**src/rtl/core/assert_macros.svh**
```systemverilog
// Assertion macros shared by the box filter RTL.
`ifndef ASSERT_MACROS_SVH
`define ASSERT_MACROS_SVH

// Same-cycle implication, sampled on clk, off during reset.
`define BF3_ASSERT_NOW(label, ante, cons, msg) \
  label: assert property (@(posedge clk) disable iff (!rst_n) (ante) |-> (cons)) \
    else $error(msg);

// Next-cycle implication, sampled on clk, off during reset.
`define BF3_ASSERT_NEXT(label, ante, cons, msg) \
  label: assert property (@(posedge clk) disable iff (!rst_n) (ante) |=> (cons)) \
    else $error(msg);

`endif

```
**src/rtl/core/bf3_pkg.sv**
```systemverilog
// Types and constants for the 3x3 box filter.
package bf3_pkg;

  localparam int SAMPLE_BITS = 16;
  localparam int MAX_COLS    = 1024;
  localparam int COL_W       = $clog2(MAX_COLS);
  localparam int ROW_W       = 12;
  localparam int ROWCNT_W    = 13;
  localparam int COLCNT_W    = 11;
  localparam int ROW_LIMIT   = 4096;
  localparam int CFG_IDX_W   = 8;
  localparam int CFG_DATA_W  = 13;

  localparam int CSUM_W  = SAMPLE_BITS + 2;
  localparam int SUM_W   = SAMPLE_BITS + 4;
  localparam int MAG_W   = SAMPLE_BITS + 3;
  localparam int DIV_SH  = MAG_W + 4;
  localparam int DIV_M_W = DIV_SH - 3;
  localparam int PROD_W  = MAG_W + DIV_M_W;

  // ceil(2^DIV_SH / 9): exact floor division for magnitudes below 2^MAG_W
  localparam logic [DIV_M_W-1:0] DIV_M = DIV_M_W'(((64'd1 << DIV_SH) + 64'd8) / 64'd9);

  typedef enum logic [CFG_IDX_W-1:0] {
    REG_ROW_COUNT = 8'd0,
    REG_COL_COUNT = 8'd1
  } cfg_reg_t;

  typedef logic signed [SAMPLE_BITS-1:0] sample_t;

  typedef struct packed {
    sample_t two_up;
    sample_t one_up;
  } line_pair_t;

  typedef struct packed {
    logic [ROW_W-1:0] row;
    logic [COL_W-1:0] col;
    logic             last;
  } meta_t;

  typedef struct packed {
    logic    emit;
    meta_t   meta;
    sample_t bot;
  } s1_word_t;

  typedef struct packed {
    logic signed [SUM_W-1:0] total;
    meta_t                   meta;
  } s2_word_t;

endpackage

```
**src/rtl/core/bf3_window.sv**
```systemverilog
// Column sums, two-column window and 3x3 total register.
module bf3_window import bf3_pkg::*; (
  input  logic     clk,
  input  logic     rst_n,
  input  s1_word_t s1,
  input  logic     s1_adv,
  input  sample_t  top,
  input  sample_t  mid,
  output logic     win_ready,
  output logic     dn_valid,
  output s2_word_t dn_word,
  input  logic     dn_ready
);

  logic signed [CSUM_W-1:0] colsum;
  logic signed [CSUM_W-1:0] w_a_r;
  logic signed [CSUM_W-1:0] w_b_r;
  logic signed [SUM_W-1:0]  total;
  logic                     s2_valid_r;
  s2_word_t                 s2_word_r;

  always_comb begin
    colsum    = CSUM_W'(top) + CSUM_W'(mid) + CSUM_W'(s1.bot);
    total     = SUM_W'(colsum) + SUM_W'(w_a_r) + SUM_W'(w_b_r);
    win_ready = !s2_valid_r || dn_ready;
  end

  always_ff @(posedge clk) begin
    if (s1_adv) begin
      w_a_r <= colsum;
      w_b_r <= w_a_r;
    end
    if (s1_adv && s1.emit) begin
      s2_word_r.total <= total;
      s2_word_r.meta  <= s1.meta;
    end
  end

  always_ff @(posedge clk) begin
    if (!rst_n) begin
      s2_valid_r <= 1'b0;
    end else if (s1_adv && s1.emit) begin
      s2_valid_r <= 1'b1;
    end else if (dn_ready) begin
      s2_valid_r <= 1'b0;
    end
  end

  assign dn_valid = s2_valid_r;
  assign dn_word  = s2_word_r;

endmodule

```
**config.mk**
```make
export PLATFORM = sky130hd
export DESIGN_NAME = bf3_window
export DESIGN_NICKNAME = d
export VERILOG_FILES = /design/src/rtl/core/assert_macros.svh /design/src/rtl/core/bf3_pkg.sv /design/src/rtl/core/bf3_window.sv
export SDC_FILE = /design/constraint.sdc
export NUM_CORES = 1
export LEC_CHECK = 0
export BUFFER_PORTS_ARGS = -buffer_cell sky130_fd_sc_hd__buf_2
export CAP_MARGIN = 40
export CORE_AREA = 4 4 105 107
export DETAILED_ROUTE_END_ITERATION = 10
export DIE_AREA = 0 0 109 111
export PLACE_DENSITY = 0.77
export SLEW_MARGIN = 10
export SYNTH_ARGS = -nofsm -noshare
export SYNTH_HDL_FRONTEND = slang
export SYNTH_SLANG_ARGS = --single-unit
```
**constraint.sdc**
```tcl
create_clock -name clk -period 6.4 [get_ports clk]
set_clock_uncertainty 0.2 [all_clocks]
set_input_delay 0.32 -clock clk [delete_from_list [all_inputs] [get_ports clk]]
set_output_delay 0.32 -clock clk [all_outputs]
set_load 0.05 [all_outputs]
```
Word-level counts from Yosys, hierarchy flattened --
Index checks and enable logic that the tools add are counted.
Storage, ports and cells: bits in writable memories 0, bits in registers 80, ROM bits 0, bits in latches 0, logic and storage cells 17, memories kept 0, output and inout bits 45
Cells by class: shifts and indexed selects 0, $mul 0, div/mod/pow operators 0, add/subtract/negate cells 4, eq/ne operators 0, reductions and logical operators 4, order comparisons 0, bitwise logic cells 0, multiplexer cells 2
Operator list (count):
- $add 19x18->20 | 1
- $add 18x18->19 | 1
- $add 17x16->18 | 1
- $add 16x16->17 | 1
- $mux 1 | 2
- $reduce_bool 2->1 | 1
- $logic_and 1x1->1 | 1
- $logic_not 1->1 | 1
- $logic_or 1x1->1 | 1

Logic depth before layout (Yosys ltp) --
Gate-level depths: netlist of run 1.
word-level depth 4, gate-level depth with buffers 19

Least setup slack after synthesis of run 1 --
OpenSTA, ideal clock, no wires.
path type input -> register, start in top[1], end reg s2_word_r (netlist bit dn_word[39]), data pin, data required time 5938 ps, stages on the path 19, buffers on the path 1, data arrival time 4123 ps, setup slack 1815 ps, cells stage by stage inv_1 -> fa_1 -> inv_1 -> ha_1 -> fa_1 -> a211oi_1 -> o21ai_2 -> nand4_1 -> and2_1 -> xor2_1 -> fa_1 -> inv_1 -> ha_1 -> clkbuf_1 -> nand4_1 -> o21ba_1 -> and3_1 -> a21oi_1 -> xor2_1
On the way: cells in the longest elaborated chain, start to end 4
Ends and longest elaborated chain:
- start, declared | RTL line bf3_window.sv:7 | input sample_t top,
- $add 16x16->17 | RTL line bf3_window.sv:23 | colsum = CSUM_W'(top) + CSUM_W'(mid) + CSUM_W'(s1.bot);
- $add 17x16->18 | RTL line bf3_window.sv:23
- $add 18x18->19 | RTL line bf3_window.sv:24 | total = SUM_W'(colsum) + SUM_W'(w_a_r) + SUM_W'(w_b_r);
- $add 19x18->20 | RTL line bf3_window.sv:24
- net total[16] | RTL line bf3_window.sv:18 | logic signed [SUM_W-1:0] total;
- end, declared | RTL line bf3_window.sv:20 | s2_word_t s2_word_r;
The timed path passes the listed nets, and every way through them passes these cells. A chain may end at the register's enable or synchronous reset.

Worst setup path in the final report of run 1 --
start in top[1], end reg s2_word_r (netlist bit dn_word[41]), data pin
Same word-level chain as after synthesis.

==> summary.md, run 1 <==
| Metric | Value |
|---|---|
| Post-Synthesis Cell Area | `5180 um^2` |
| Family with the most delay on the worst path | `adder cells` |
| Setup tns final | `0 ns` |
| Slowest stage cell on the critical path | `fa_1` |
| CP bufs+invs | `4` |
| Worst path cell trace | `buf_2 > inv_1 > fa_1 > inv_1 > ha_1 > fa_1 > a211oi_1 > o21bai_1 > a21oi_1 > xor2_1 > fa_1 > inv_1 > ha_1 > a211o_1 > o21ai_1 > nor4b_1 > a211oi_1` |
| Synth warn | `0` |
| Clock transition at the registers of the reported paths | `0.07 ns` |
| Post-Layout Cell Count | `720` |
| Gr usage total | `16.0%` |
| Post-synth EDFFs | `79` |
| Peak VDD IR | `0.000196 V` |
| Crit share post-route | `73.5%` |
| Minimum clock period | `4.70 ns` |
| Clock Sinks | `80` |
| Complex-gate fraction of the synthesized area | `12.9%` |
| Pwr/cell area | `523 nW/um^2` |
| Average wire per standard cell | `13.1 um` |
| Post-CTS Setup Bufs | `0` |
| Fmax | `213 MHz` |
| Placement row count | `37` |
| Crit end category | `flop` |
| Routability cong. | `0.762` |
| Die X | `109 um` |
| Main synth FF type | `edfxtp_1` |
| Post-CTS sizing | `0` |
| Vias in the first global route | `3666` |
| Distinct cells, synth | `52` |
| HP Class | `in -> reg` |
| Synth Area in Adders | `22.1%` |
| Share of layout cells above drive strength 1 | `25.3%` |
| DRC errors left | `0` |
| Routed WL | `9.43 mm` |
| Critical Path Sink | `dn_word[41]$_DFFE_PP_` |
| DIE HEIGHT | `111 um` |
| ANT cells | `0` |
| WP depth | `17` |
| Async set-reset flop share out of synthesis | `0%` |
| Gr ovfl total | `0` |
| Synth Instances | `429` |
| Max_cap viols | `0` |
| PortBufs | `120` |
| Final Hold Fails | `0` |
| Crit path largest cell delay | `0.53 ns` |
| Most common cell after layout, fill and taps aside | `buf_2` |
| CTS buffer count | `9` |
| Initial drt markers | `103` |
| Antenna-violating nets left | `0` |
| Largest net degree at the start of global routing | `44` |
| Layout area overhead | `22.9%` |
| Pleak | `0.00288 uW` |
| Slew headroom | `66.5%` |
| Syn_nets | `575` |
| Seq/Total Area, Yosys | `46.2%` |
| Final setup fails | `0` |
| XOR/XNOR Fraction of Synth Area | `6.09%` |
| Initial core utilization | `51.1%` |
| Main combinational cell family by area after synthesis | `adder cells` |
| Reg2Reg Setup Slack | `3.37 ns` |
| RSZ-0062 raised after global routing | `false` |
| Syn Area/Cell | `12.1 um^2` |
| WP data required | `6.29 ns` |
| Critical path origin | `top[1]` |
| Register bit count reported by yosys | `80` |
| Worst R2R Path Depth | `11` |
| Pre-antenna DRT Iters | `4` |
| WS Path Type | `in -> reg` |
| CP max FO | `6` |
| Min-Delay Startpoint | `dn_ready` |
| R2R Path End | `dn_word[36]$_DFFE_PP_` |
| DP Wirelength | `7.43 mm` |
| Slew @ Worst Pin | `0.503 ns` |
| Arr. time, crit path | `4.59 ns` |
| Status | `finished clean` |
| TritonCTS clock tree | `built` |
| Vias | `3527` |
| Final-stage net count | `725` |
| H-tree depth | `3` |
| Post-CTS Hold Fix Bufs | `24` |
| Worst-Skew Late Latency | `0.35 ns` |
| Most frequent cells in the layout | `120 x buf_2, 84 x inv_1, 79 x edfxtp_1` |
| Core Box Area | `10100 um^2` |
| Max-slew violation count | `0` |
| DR vias/cell | `4.90` |
| Filler cells | `831` |
| Inst Count DP | `680` |
| Mux cell area share after synthesis | `0%` |
| Startpoint Class | `input port` |
| Clock Root Buffer | `clkbuf_8` |
| CTS max path bufs | `2` |
| # IOs | `121` |
| R2r startpoint | `w_a_r[1]$_DFFE_PP_` |
| Full die area | `12100 um^2` |
| Area share of and/or/nand/nor cells after synthesis | `6.11%` |
| Initial antenna violation count | `0` |
| First-pass GRT wire length | `15.5 mm` |
[state kept, by name, indices dropped and copies added, names as in the netlist]
name	count
w_a_r	18
dn_word	43
dn_valid	1
w_b_r	18
[cell families (layout without fill, tap and decap cells)]
kind of cell | Yosys count | after routing
compound gates | 92 | 92
xor+xnor | 36 | 36
fa+ha+maj | 70 | 70
buf+inv | 91 | 246
flops | 80 | 80
simple gates | 60 | 60
[stage by stage]
| step | instance area [um^2] | util (%) | power (uW) | hold slack (ns) | setup WS (ns) |
|---|---|---|---|---|---|
| 2_1_floorplan | 5180 | - | 2550 | 0.219 | 1.81 |
| 3_3_place_gp | 5940 | 58.6 | 2900 | 0.232 | 1.49 |
| 3_5_place_dp | 5940 | 58.6 | 2970 | 0.233 | 1.37 |
| 4_1_cts | 6370 | 62.8 | 3340 | 0.0423 | 1.73 |
| 5_1_grt | 6370 | 62.8 | 3630 | 0.0808 | 1.48 |
| 6_report | 6370 | 62.8 | 3330 | 0.0767 | 1.70 |
[report_power, final]
group          switching (uW)  internal (uW)  total, uW
Combinational            1300            812       2110
Clock                     170            178        348
Sequential               38.1            834        872
[how the worst min path moves through the flow]
stage                            endpoint  slack, ns  depth (start not counted)
finish              dn_valid$_SDFFE_PN0P_       0.08                          3
global route        dn_valid$_SDFFE_PN0P_       0.08                          3
CTS                 dn_valid$_SDFFE_PN0P_       0.04                          3
detailed placement    w_b_r[12]$_DFFE_PP_       0.23                          0
global placement      w_b_r[15]$_DFFE_PP_       0.23                          0
floorplan            dn_word[0]$_DFFE_PP_       0.22                          0
[layer usage]
layer  part of all wire [%]  track usage [%]  vias to the layer above
li1                       -                -                     1785
met1                     44             20.3                     1607
met2                     47             26.3                      114
met3                    5.8             2.27                       21
met4                    2.5             8.08                        0
met5                      0                0                        -
[synth_stat cells (5+ instances only)]
cell type,count,area [um^2]
o211ai_1,5,37.5
fa_1,36,721
xor2_1,14,123
edfxtp_1,79,2370
nand2_1,20,75.1
a21o_1,7,52.6
nor2_1,9,33.8
o21ai_0,7,35.0
o21a_1,6,45.0
ha_1,34,425
a21oi_1,25,125
clkbuf_1,5,18.8
xnor2_1,22,193
a211oi_1,6,45.0
inv_1,84,315
nand4_1,5,31.3
[cell type report]
type,instances,area [um^2],share of cell area (%)
Multi-Input combinational cell,258,2440,38.4
Timing Repair Buffer,146,856,13.4
Sequential cell,80,2390,37.6
Tap cell,136,170,2.67
Clock buffer,10,128,2.00
Clock inverter,6,60.1,0.943
Inverter,84,315,4.95
[worst reg2reg max path, cell delays in order (launching register included)]
cell      delay [ns]
edfxtp_1        0.35
inv_1           0.07
fa_1            0.46
inv_1           0.06
ha_1            0.18
inv_1           0.06
fa_1            0.38
nand2b_1        0.18
a21o_1          0.18
a31o_2          0.25
a311oi_1        0.29
xor2_1          0.10
Power figures use the tool's default switching activity.
==> run 2: changes to the inputs <==
Clock period 6.4 ns to 4.4 ns, I/O delays scaled along.
==> run 2 against run 1 <==
Final cell count is 4.9% higher. Combinational power is 70% higher. Sequential share of layout area is 1.8 points lower. Power is 61% higher. Via count is 3.9% higher. Flip-flop and latch count stayed put. Global-route usage is 0.80 points higher. Critical endpoint unchanged.
==> summary.md, run 2 (synthesis gave the netlist of run 1 again) <==
| Metric | Value |
|---|---|
| Crit share post-route | `96.8%` |
| Final setup fails | `0 (unchanged)` |
| Placement row count | `37 (unchanged)` |
| WP data required | `4.37 ns (-1.92 ns)` |
| Max-slew violation count | `0 (unchanged)` |
| TritonCTS clock tree | `built` |
| FF/Latch Area | `2390 um^2 (unchanged)` |
| CTS buffer count | `9 (unchanged)` |
| Initial drt markers | `83 (-19%)` |
| Vias | `3664 (+3.9%)` |
| Worst-Skew Late Latency | `0.35 ns (about the same)` |
| Gr ovfl total | `0 (unchanged)` |
| Full die area | `12100 um^2 (unchanged)` |
| Core Box Area | `10100 um^2 (unchanged)` |
| DP Area | `6200 um^2 (+4.4%)` |
| CP max FO | `3 (-3)` |
| Initial antenna violation count | `0 (unchanged)` |
| DIE HEIGHT | `111 um (unchanged)` |
| Routed WL | `9.58 mm (+1.6%)` |
| Pwr/cell area | `801 nW/um^2 (+53%)` |
| Antenna-violating nets left | `0 (unchanged)` |
| Filler cells | `792 (-4.7%)` |
| Fmax | `235 MHz` |
| PortBufs | `120 (unchanged)` |
| RSZ-0062 raised after global routing | `true` |
| Area of the multi-input gates | `2500 um^2 (+2.3%)` |
| Vias in the first global route | `3783 (+3.2%)` |
| Startpoint Class | `input port` |
| Most frequent cells in the layout | `120 x buf_2, 84 x inv_1, 79 x edfxtp_1` |
| Gr usage total | `16.8% (+0.80 points)` |
| Pre-antenna DRT Iters | `4 (unchanged)` |
| Max_cap viols | `0 (unchanged)` |
| Average wire per standard cell | `12.7 um (-3.1%)` |
| Final Hold Fails | `0 (unchanged)` |
| Post-CTS Setup Bufs | `0 (unchanged)` |
| First-pass GRT wire length | `16.3 mm (+5.3%)` |
| H-tree depth | `3 (unchanged)` |
| Final non-filler cell area | `6690 um^2 (+5.1%)` |
| Pleak | `0.00305 uW (+6.2%)` |
| DRC errors left | `0 (unchanged)` |
| Most common cell after layout, fill and taps aside | `buf_2` |
| Peak VDD IR | `0.000355 V (+81%)` |
| Post-Layout Cell Count | `755 (+4.9%)` |
| Largest net degree at the start of global routing | `44 (unchanged)` |
| Clock Sinks | `80 (unchanged)` |
| Final-stage net count | `760 (+4.8%)` |
| Inst Count DP | `714 (+5.0%)` |
| Status | `finished clean` |
| Crit end category | `flop` |
| Number of flip-flops under the largest register name | `43 (unchanged)` |
| WS Path Type | `in -> reg` |
| Slew @ Worst Pin | `0.815 ns (+0.312 ns)` |
| Share of layout cells above drive strength 1 | `30.7% (+5.4 points)` |
| Clock transition at the registers of the reported paths | `0.07 ns (about the same)` |
| DP Wirelength | `7.55 mm (+1.6%)` |
| DR vias/cell | `4.85 (-0.93%)` |
| HP Class | `in -> reg` |
| Routability cong. | `0.795 (+4.3%)` |
| ANT cells | `0 (unchanged)` |
| Die X | `109 um (unchanged)` |
| Minimum clock period | `4.26 ns` |
| Clock Root Buffer | `clkbuf_8` |
| Layout area overhead | `29.1%` |
| CTS max path bufs | `2 (unchanged)` |
| # IOs | `121 (unchanged)` |
| Post-route core utilization | `66.0% (+3.2 points)` |
| Arr. time, crit path | `4.23 ns (-0.36 ns)` |
| Slew headroom | `45.7% (-21 points)` |
| Initial core utilization | `51.1% (unchanged)` |
==> run 2: report_power, final <==
group | internal, uW | switching (uW)
Clock | 277 | 238
Sequential | 1210 | 53.5
Combinational | 1560 | 2020
Total | 3050 | 2310
==> run 2: through the flow <==
step	hold slack, ns	setup slack, ns	setup TNS [ns]	power, uW
2_1_floorplan	0.119	0.0291	0	3720
3_3_place_gp	0.198	-0.180	-1.30	4580
3_5_place_dp	0.198	-0.336	-2.13	4720
4_1_cts	0.0612	0.0253	0	5280
5_1_grt	0.0762	-0.0344	-0.102	5850
6_report	0.0807	0.141	0	5360
==> run 2: final cells by class <==
cell class                 instances  area share, %
clock inverter                     3          0.636
sequential                        80           35.8
timing repair buffer             181           16.8
inverter                          84           4.71
multi-input combinational        258           37.4
clock buffer                      13           2.23
tap                              136           2.54
==> run 2: worst max-delay path: stages <==
cell	delay, ns
buf_2	0.07
inv_1	0.04
fa_1	0.53
inv_1	0.04
ha_1	0.22
fa_1	0.43
a211oi_2	0.27
o21ai_2	0.12
buf_4	0.16
nand4_1	0.07
and2_1	0.18
xor2_1	0.11
fa_1	0.49
inv_1	0.04
ha_1	0.28
nand4_1	0.13
a211oi_1	0.26
o21ai_1	0.17
nor4b_2	0.20
a211oi_1	0.18
==> run 2: final timing paths <==
kind	from	endpoint	slack (ns)	cells past startpoint
setup / recovery	top[1]	dn_word[41]$_DFFE_PP_	0.14	20
hold / removal	mid[0]	w_a_r[0]$_DFFE_PP_	0.08	2
setup reg to reg	w_a_r[1]$_DFFE_PP_	dn_word[36]$_DFFE_PP_	1.33	11
hold reg to reg	w_a_r[12]$_DFFE_PP_	w_b_r[12]$_DFFE_PP_	0.25	0
==> run 2: routing by layer <==
layer / GRT usage, % / share of wire, % / vias up
met4: 6.06 / 1.3 / 0
met1: 21.3 / 43 / 1671
met2: 28.3 / 49 / 123
met5: 0 / 0 / -
met3: 3.09 / 6.8 / 12
li1: - / - / 1858
==> run 2: repair_timing <==
item                                    4_1_cts  5_1_grt
endpoints found under the setup margin        0        9
hold buffers                                 25        0
endpoints found under the hold margin        24        0
resized for setup                             0        9
